$ cat config.mk
export PLATFORM = sky130hd
export DESIGN_NAME = telnet_receive_filter
export DESIGN_NICKNAME = d
export VERILOG_FILES = /design/src/hw/rtl/tnrf_pkg.sv /design/src/hw/rtl/telnet_receive_filter.sv /design/src/hw/rtl/tnrf_parser.sv
export SDC_FILE = /design/constraint.sdc
export NUM_CORES = 1
export LEC_CHECK = 0
export BUFFER_PORTS_ARGS = -buffer_cell sky130_fd_sc_hd__buf_2
export CAP_MARGIN = 25
export CELL_PAD_IN_SITES_DETAIL_PLACEMENT = 0
export CELL_PAD_IN_SITES_GLOBAL_PLACEMENT = 1
export CORE_MARGIN = 1.5
export CORE_UTILIZATION = 37
export DETAILED_ROUTE_END_ITERATION = 10
export GPL_ROUTABILITY_DRIVEN = 0
export PLACE_DENSITY_LB_ADDON = 0.1
export SLEW_MARGIN = 20
export SYNTH_ARGS = -nofsm -noshare
export SYNTH_HDL_FRONTEND = slang
export SYNTH_SLANG_ARGS = --single-unit
$ cat constraint.sdc
create_clock -name i_clk -period 2.53 [get_ports i_clk]
set_clock_uncertainty 0.2 [all_clocks]
set_input_delay 0.1265 -clock i_clk [delete_from_list [all_inputs] [get_ports i_clk]]
set_output_delay 0.1265 -clock i_clk [all_outputs]
set_load 0.005 [all_outputs]
$ cat src/hw/rtl/tnrf_pkg.sv
// tnrf_pkg: telnet codes, parser phase type and the result word type
// for the telnet receive filter. No dependencies.
`default_nettype none

package tnrf_pkg;

    localparam logic [7:0] TN_IAC  = 8'd255;
    localparam logic [7:0] TN_DONT = 8'd254;
    localparam logic [7:0] TN_DO   = 8'd253;
    localparam logic [7:0] TN_WONT = 8'd252;
    localparam logic [7:0] TN_WILL = 8'd251;
    localparam logic [7:0] TN_SB   = 8'd250;
    localparam logic [7:0] TN_SE   = 8'd240;
    localparam logic [7:0] CH_CR   = 8'h0D;
    localparam logic [7:0] CH_LF   = 8'h0A;
    localparam logic [7:0] CH_NUL  = 8'h00;

    typedef enum logic [4:0] {
        PH_DATA    = 5'b00001,
        PH_CMD     = 5'b00010,
        PH_OPTION  = 5'b00100,
        PH_SUB     = 5'b01000,
        PH_SUB_IAC = 5'b10000
    } t_phase;

    typedef struct packed {
        logic       emit;
        logic [7:0] data;
    } t_parse_out;

endpackage

`default_nettype wire

$ cat src/hw/rtl/telnet_receive_filter.sv
// telnet_receive_filter: top level, input word register and result register
// around the parser. Depends on tnrf_pkg and tnrf_parser.
`default_nettype none

// Filters a received telnet byte stream down to user data. One word enters
// per cycle while o_ready is high; each word is parsed while it waits in the
// input register, and its result (if any) is loaded into the output register
// as the word leaves the input register. Words that are telnet commands,
// dropped NUL/LF after CR, or restarts produce no output word. A stalled
// output holds the input register, which in turn holds o_ready low;
// throughput is one word per cycle while i_ready is high.
module telnet_receive_filter
    import tnrf_pkg::*;
(
    input  wire logic       i_clk,
    input  wire logic       i_rst_n,
    input  wire logic       i_valid,
    output logic            o_ready,
    input  wire logic [7:0] i_rx_byte,
    input  wire logic       i_session_restart,
    output logic            o_valid,
    input  wire logic       i_ready,
    output logic [7:0]      o_user_byte
);

    logic       r_in_valid;
    logic [7:0] r_in_byte;
    logic       r_in_restart;
    logic       r_out_valid;
    logic [7:0] r_out_byte;
    logic       s_step;
    t_parse_out s_result;

    // input word moves on when the result register is free or draining
    assign s_step  = r_in_valid && (!r_out_valid || i_ready);
    assign o_ready = !r_in_valid || s_step;

    always_ff @(posedge i_clk) begin
        if (!i_rst_n) begin
            r_in_valid <= 1'b0;
        end else if (o_ready) begin
            r_in_valid <= i_valid;
        end
    end

    always_ff @(posedge i_clk) begin
        if (o_ready && i_valid) begin
            r_in_byte    <= i_rx_byte;
            r_in_restart <= i_session_restart;
        end
    end

    tnrf_parser u_parser (
        .i_clk     (i_clk),
        .i_rst_n   (i_rst_n),
        .i_step    (s_step),
        .i_rx_byte (r_in_byte),
        .i_restart (r_in_restart),
        .o_result  (s_result)
    );

    always_ff @(posedge i_clk) begin
        if (!i_rst_n) begin
            r_out_valid <= 1'b0;
        end else if (s_step) begin
            r_out_valid <= s_result.emit;
        end else if (i_ready) begin
            r_out_valid <= 1'b0;
        end
    end

    always_ff @(posedge i_clk) begin
        if (s_step && s_result.emit) begin
            r_out_byte <= s_result.data;
        end
    end

    assign o_valid     = r_out_valid;
    assign o_user_byte = r_out_byte;

    a_reset_empty: assert property (@(posedge i_clk)
        !i_rst_n |=> !o_valid && o_ready)
        else $error("pipeline not empty after reset");

    a_stall_holds_input: assert property (@(posedge i_clk) disable iff (!i_rst_n)
        r_in_valid && r_out_valid && !i_ready |=> r_in_valid && $stable(r_in_byte))
        else $error("input word lost during output stall");

    a_step_frees_output: assert property (@(posedge i_clk) disable iff (!i_rst_n)
        s_step && !s_result.emit |=> !o_valid)
        else $error("stale output word after silent step");

endmodule

`default_nettype wire

$ cat src/hw/rtl/tnrf_parser.sv
// tnrf_parser: telnet command state machine and CR/NUL/LF filter.
// Steps once per word presented on i_step. Depends on tnrf_pkg.
`default_nettype none

module tnrf_parser
    import tnrf_pkg::*;
(
    input  wire logic       i_clk,
    input  wire logic       i_rst_n,
    input  wire logic       i_step,
    input  wire logic [7:0] i_rx_byte,
    input  wire logic       i_restart,
    output t_parse_out      o_result
);

    t_phase r_phase, n_phase;
    logic   r_after_cr, n_after_cr;

    always_comb begin
        n_phase       = r_phase;
        n_after_cr    = r_after_cr;
        o_result.emit = 1'b0;
        o_result.data = i_rx_byte;
        if (i_restart) begin
            n_phase    = PH_DATA;
            n_after_cr = 1'b0;
        end else begin
            case (r_phase)
                PH_CMD: begin
                    if (i_rx_byte == TN_IAC) begin
                        // escaped 255: leaves the CR mark alone
                        o_result.emit = 1'b1;
                        n_phase       = PH_DATA;
                    end else if (i_rx_byte == TN_SB) begin
                        n_phase = PH_SUB;
                    end else if (i_rx_byte == TN_WILL || i_rx_byte == TN_WONT ||
                                 i_rx_byte == TN_DO   || i_rx_byte == TN_DONT) begin
                        n_phase = PH_OPTION;
                    end else begin
                        n_phase = PH_DATA;
                    end
                end
                PH_OPTION: begin
                    n_phase = PH_DATA;
                end
                PH_SUB: begin
                    if (i_rx_byte == TN_IAC) begin
                        n_phase = PH_SUB_IAC;
                    end
                end
                PH_SUB_IAC: begin
                    n_phase = (i_rx_byte == TN_SE) ? PH_DATA : PH_SUB;
                end
                default: begin
                    n_phase = PH_DATA;
                    if (i_rx_byte == TN_IAC) begin
                        n_phase = PH_CMD;
                    end else if (r_after_cr &&
                                 (i_rx_byte == CH_NUL || i_rx_byte == CH_LF)) begin
                        n_after_cr = 1'b0;
                    end else begin
                        o_result.emit = 1'b1;
                        n_after_cr    = (i_rx_byte == CH_CR);
                    end
                end
            endcase
        end
    end

    always_ff @(posedge i_clk) begin
        if (!i_rst_n) begin
            r_phase    <= PH_DATA;
            r_after_cr <= 1'b0;
        end else if (i_step) begin
            r_phase    <= n_phase;
            r_after_cr <= n_after_cr;
        end
    end

    a_restart_clears: assert property (@(posedge i_clk) disable iff (!i_rst_n)
        i_step && i_restart |=> r_phase == PH_DATA && !r_after_cr)
        else $error("restart did not return parser to data phase");

    a_option_swallowed: assert property (@(posedge i_clk) disable iff (!i_rst_n)
        i_step && !i_restart && r_phase == PH_OPTION |-> !o_result.emit)
        else $error("option byte passed through");

    a_crlf_dropped: assert property (@(posedge i_clk) disable iff (!i_rst_n)
        i_step && !i_restart && r_phase == PH_DATA && r_after_cr && o_result.emit
        |-> i_rx_byte != CH_NUL && i_rx_byte != CH_LF)
        else $error("NUL or LF after CR was delivered");

endmodule

`default_nettype wire
## After elaboration in Yosys (flattened, before gate mapping)

Cells that the tools add are included.

| word-level totals | value |
|---|---|
| flip-flop bits (word level) | 25 |
| input port bits | 13 |
| output and inout bits | 10 |
| logic and storage cells | 60 |

| operators by class | value |
|---|---|
| equal/unequal tests | 16 |
| mux-type cells | 19 |
| reduce and logical (&&, ||, !) cells | 18 |

Operators by type and width:

| operator | count |
|---|---|
| equality test 8 bit (second input constant) | 7 |
| 2-to-1 mux 5 bit | 4 |
| case mux 5 bit (4 select lines) | 1 |
| equality test 8 x 4 -> 1 bit (second input constant) | 2 |
| 2-to-1 mux 1 bit | 10 |
| logical NOT 8 bit | 1 |
| logical OR 1 bit | 6 |
| equality test 5 x 2 -> 1 bit (second input constant) | 1 |
| equality test 5 x 3 -> 1 bit (second input constant) | 1 |
| equality test 5 x 4 -> 1 bit (second input constant) | 1 |
| equality test 5 bit (second input constant) | 1 |
| logical AND 1 bit | 4 |
| 2-to-1 mux 4 bit | 1 |
| OR reduction 4 bit | 1 |
| 2-to-1 mux 3 bit | 1 |
| != test 3 x 2 -> 1 bit (second input constant) | 1 |
| AND reduction 3 bit | 1 |
| OR reduction 3 bit | 1 |
| logical NOT 1 bit | 2 |
| 2-to-1 mux 2 bit | 1 |
| != test 2 x 1 -> 1 bit (second input constant) | 1 |
| != test 2 bit (second input constant) | 1 |
| case mux 1 bit (2 select lines) | 1 |
| AND reduction 2 bit | 1 |
| nonzero test 2 bit | 1 |

## Longest topological paths before layout

| logic depth | value |
|---|---|
| depth after elaboration | 9 |
| gate-level depth with buffers | 7 |
| gate-level depth less buffers | 6 |

## Cells and area by module

A second synthesis with hierarchy kept.

| unflattened totals | value |
|---|---|
| cells, all modules | 107 |
| area total of the unflattened synthesis | 1198.6 um^2 |

By module, submodules not included:

| module | instances | cells each | area each (um^2) | sequential area each (um^2) |
|---|---|---|---|---|
| telnet_receive_filter | 1 | 30 | 623.1 | 550.5 |
| tnrf_parser | 1 | 77 | 575.6 | 120.1 |

## Least setup slack after synthesis

Ideal clock, no wire load.

| timing | value |
|---|---|
| path type | register -> register |
| start point | register r_in_byte[3] |
| end point | register r_out_byte[0], in the netlist o_user_byte[0] (enable) |
| setup time | 0.383 ns |
| arrival | 1.804 ns |
| data required time | 1.947 ns |
| path slack | 0.143 ns |
| stages on the path, launching flop included | 5 |
| path buffers | 0 |
| clock period less this slack | 2.387 ns |
| path through | edfxtp_1 and3_1 and3_1 mux2_2 nor3_1 |

| between the ends | value |
|---|---|
| word-level cells in the longest chain between the ends | 8 |
| elaborated cells between the ends (all ways) | 11 |
| those cells by class | eq/ne (2); mux (5); reduce/logical (4) |

Ends and longest elaborated chain:

| item | RTL line | RTL |
|---|---|---|
| start, declared | telnet_receive_filter.sv:27 | `logic [7:0] r_in_byte;` |
| start signal, assigned | telnet_receive_filter.sv:48 | `r_in_byte <= i_rx_byte;` |
| equality test 8 x 4 -> 1 bit or logical NOT 8 bit (tied branches) | tnrf_parser.sv:59 | `(i_rx_byte == CH_NUL \|\| i_rx_byte == CH_LF)) begin` |
| logical OR 1 bit | tnrf_parser.sv:59 |  |
| logical AND 1 bit | tnrf_parser.sv:58 | `end else if (r_after_cr &&` |
| 2-to-1 mux 1 bit | tnrf_parser.sv:58 |  |
| 2-to-1 mux 1 bit | tnrf_parser.sv:56 | `if (i_rx_byte == TN_IAC) begin` |
| case mux 1 bit (2 select lines) * | tnrf_parser.sv:28 | `case (r_phase)` |
| 2-to-1 mux 1 bit * | tnrf_parser.sv:24 | `if (i_restart) begin` |
| logical AND 1 bit * | telnet_receive_filter.sv:73 | `if (s_step && s_result.emit) begin` |
| end signal, assigned | telnet_receive_filter.sv:74 | `r_out_byte <= s_result.data;` |
| end, declared | telnet_receive_filter.sv:30 | `logic [7:0] r_out_byte;` |

Every way passes the cells marked *; elsewhere a longest branch is shown, timed or not.
A chain may end at the register's enable or synchronous reset.

## Worst setup path after layout

| timing | value |
|---|---|
| start point | register r_in_byte[5] |
| end point | register r_out_valid, in the netlist o_valid |

| between the ends | value |
|---|---|
| word-level cells in the longest chain between the ends | 8 |
| elaborated cells between the ends (all ways) | 11 |
| those cells by class | eq/ne (2); mux (6); reduce/logical (3) |

Ends and longest elaborated chain:

| item | RTL line | RTL |
|---|---|---|
| equality test 8 x 4 -> 1 bit or logical NOT 8 bit (tied branches) | tnrf_parser.sv:59 |  |
| logical OR 1 bit | tnrf_parser.sv:59 |  |
| logical AND 1 bit | tnrf_parser.sv:58 |  |
| 2-to-1 mux 1 bit | tnrf_parser.sv:58 |  |
| 2-to-1 mux 1 bit | tnrf_parser.sv:56 |  |
| case mux 1 bit (2 select lines) * | tnrf_parser.sv:28 |  |
| 2-to-1 mux 1 bit * | tnrf_parser.sv:24 |  |
| 2-to-1 mux 1 bit * | telnet_receive_filter.sv:65 | `end else if (s_step) begin` |
| end signal, assigned | telnet_receive_filter.sv:66 | `r_out_valid <= s_result.emit;` |
| end, declared | telnet_receive_filter.sv:29 | `logic r_out_valid;` |

Marked as above.

==> metrics.cfg <==
[setup_path]
arrival_ns = 2.44
worstSetupStartpointType = register
path_class = reg -> reg
critical_path_buf_inv_count = 1
crit_fanout = 3
cp_slowest_stage_delay_ns = 0.55
critPathRequiredTime_ns = 2.56
path_cells = nor4_1 > nand4_1 > nand3_1 > mux2_2 > nor3b_2 > o21a_1 > dlygate4sd3_1
slowest_stage = dlygate4sd3_1
path_delay_family = simple AND/OR/NAND/NOR gates
end_kind = register

[detailed_routing]
viasPerCell = 5.33
initialDrtViolationCount = 20
drcViolationCount = 2
finalWirelength_mm = 2.28
first_pass_iters = 7
antenna_left = 0
wl_per_cell_um = 13.2
vias = 916

[sta]
setup_tns_ns = 0
final.period_utilization = 0.954
worst_pin_slew_ns = 0.455
final_hold_viol_count = 0
fmax_mhz = 414
fin_ws_ns = 0.116
finalMaxSlewViolations = 0
slew_headroom = 0.694
setup_viol = 0
rsz0062_at_grt = no
period_needed_ns = 2.41

[layout]
drive_gt1_frac = 0.241
area_growth_pct = 31.0
fill_cells = 271
final_common_cell = buf_2
multi_input_area_um2 = 427
nNetsFinal = 155
fin_area_um2 = 1450
finish.utilization = 0.518
seqCellArea_um2 = 671
layout_common_cells = 22 x buf_2, 17 x edfxtp_1, 15 x dlygate4sd3_1, 12 x nand2_1, 10 x nor2_1
diodes = 0

[flow_run]
drv_cap = 0

[placed_design]
dpl-instance-area_um2 = 1260
preCtsSetupSlack_ns = 0.356
hpwl_mm = 1.58
io_buffers = 22

[floorplanning]
dieArea_um2 = 3340
dieWidth_um = 57.8
core_um2 = 2810
io_pins = 23
die_h_um = 57.8
rows = 19
initial_core_util = 0.396

[synth]
synth_fa_ha_area_frac = 0
syn_nets = 112
yosys_warnings = 0
synth_area_um2 = 1110
seq_area_frac_synth = 0.604
synth-compound-area-share = 0.117
synth_cell_type_count = 36
muxShareOfSynthArea = 0.0101
yosys.area_share.simple = 0.233
synth_xor_area_frac = 0.0237
syn_avg_cell_area_um2 = 11.2
ys_ff_latch = 25
synthesis.instances = 99
synth_top_family_by_area = simple AND/OR/NAND/NOR gates

[clocking]
cts_root_buf = clkbuf_4
cts_tree = done
clock_latency_ns = 0.32
cts.sinks = 25
clock_path_buffers = 2
clk_pin_slew_ns = 0.14
cts-resized-gates = 0
cts-buffers-inserted = 3
htree_levels = 1

[global_routing]
grt_use_total = 0.150
grt_pass1_wl_mm = 3.74
gr-total-overflow = 0
grt_pass1_vias = 839
antenna_found_initial = 0
grt_max_degree = 17

[run_status]
violations = design-rule violations
status = complete, but fails checks

[pwr]
power.density_nw_per_um2 = 492
irDropWorstVdd_uv = 384
p_leak_uw = 0.000539

[hold_path]
hp-class = reg -> reg

worst reg2reg max path: cells and delay by family, from the launching register on:
family | cells | cell delay [ns]
and+or+nand+nor | 4 | 0.78
DFF | 1 | 0.44
muxes | 1 | 0.18
AOI/OAI and AO/OA | 1 | 0.17
buffers and inverters | 1 | 0.55
flip-flops by register name, summed over array words and instances, names as in the netlist:
register             flops
o_valid                  1
u_parser.r_phase         5
r_in_restart             1
o_user_byte              8
u_parser.r_after_cr      1
r_in_byte                8
r_in_valid               1
routing by layer:
layer / global-route usage / up-vias / part of all wire
li1: - / 458 / -
met1: 0.208 / 427 / 0.47
met2: 0.232 / 26 / 0.47
met3: 0.0268 / 5 / 0.039
met4: 0.0598 / 0 / 0.018
met5: 0 / - / 0
repair_timing:
action,CTS,global route
endpoints found under the setup margin,0,1
hold buffers,15,0
setup buffers,0,2
endpoints found under the hold margin,16,0
synthesized netlist by cell type:
| library cell | count | share of area |
|---|---|---|
| nand3_1 | 4 | 0.018 |
| nand4_1 | 3 | 0.017 |
| o32ai_1 | 1 | 0.0079 |
| mux2_2 | 1 | 0.010 |
| a21boi_1 | 1 | 0.0068 |
| o21a_1 | 1 | 0.0068 |
| nand2_1 | 12 | 0.041 |
| a32oi_1 | 1 | 0.0079 |
| nand2b_1 | 1 | 0.0056 |
| o211ai_1 | 2 | 0.014 |
| xnor2_1 | 1 | 0.0079 |
| and4_1 | 1 | 0.0079 |
| a21oi_1 | 3 | 0.014 |
| and2_1 | 3 | 0.017 |
| o21ai_0 | 3 | 0.014 |
| a21oi_2 | 1 | 0.0079 |
| edfxtp_1 | 17 | 0.46 |
| o221ai_1 | 1 | 0.0079 |
| nor3b_2 | 1 | 0.011 |
| a31oi_1 | 2 | 0.011 |
| and3_1 | 3 | 0.017 |
| o31ai_1 | 1 | 0.0068 |
| or3_4 | 1 | 0.010 |
| nor3_1 | 2 | 0.0090 |
| a2bb2oi_1 | 1 | 0.0079 |
| nor4_1 | 2 | 0.011 |
| o22ai_1 | 1 | 0.0056 |
| clkbuf_1 | 1 | 0.0034 |
| inv_1 | 1 | 0.0034 |
| xor2_1 | 2 | 0.016 |
| buf_2 | 1 | 0.0045 |
| nor2b_1 | 3 | 0.017 |
| nor4_2 | 1 | 0.011 |
| dfxtp_1 | 8 | 0.14 |
| nor2_1 | 10 | 0.034 |
| nor3b_1 | 1 | 0.0068 |
metrics by stage:
step                power [uW]  instances  hold WS (ns)
CTS                        720        170         0.289
global route               747        172         0.295
floorplan                  494         99        0.0254
finish                     715        172         0.294
global placement           515        151         0.103
detailed placement         515        151         0.105
final timing paths:
check / start / endpoint / slack, ns / depth (start not counted)
min: r_in_byte[7] / o_user_byte[7] / 0.29 / 0
min reg2reg: r_in_byte[7] / o_user_byte[7] / 0.29 / 0
max reg2reg: r_in_byte[5] / o_valid / 0.12 / 7
max: r_in_byte[5] / o_valid / 0.12 / 7
cell type report:
| cell class | count | share of cell area |
|---|---|---|
| sequential | 25 | 0.461 |
| clock buffer | 3 | 0.0155 |
| clock inverter | 1 | 0.00602 |
| multi-input combinational | 71 | 0.293 |
| inverter | 1 | 0.00258 |
| timing repair buffer | 40 | 0.194 |
| tap | 31 | 0.0267 |
logic make-up after synthesis:
family          Yosys count
compound gates           19
xor+xnor                  3
buf+inv                   3
flops                    25
mux                       1
simple gates             48
power by group:
group	total (uW)	internal (uW)	switching (uW)
clock network	188	64.4	124
logic	61.6	36.3	25.3
registers	465	452	13.0
total	715	553	162
No activity file was read; power rests on OpenSTA's default activity.
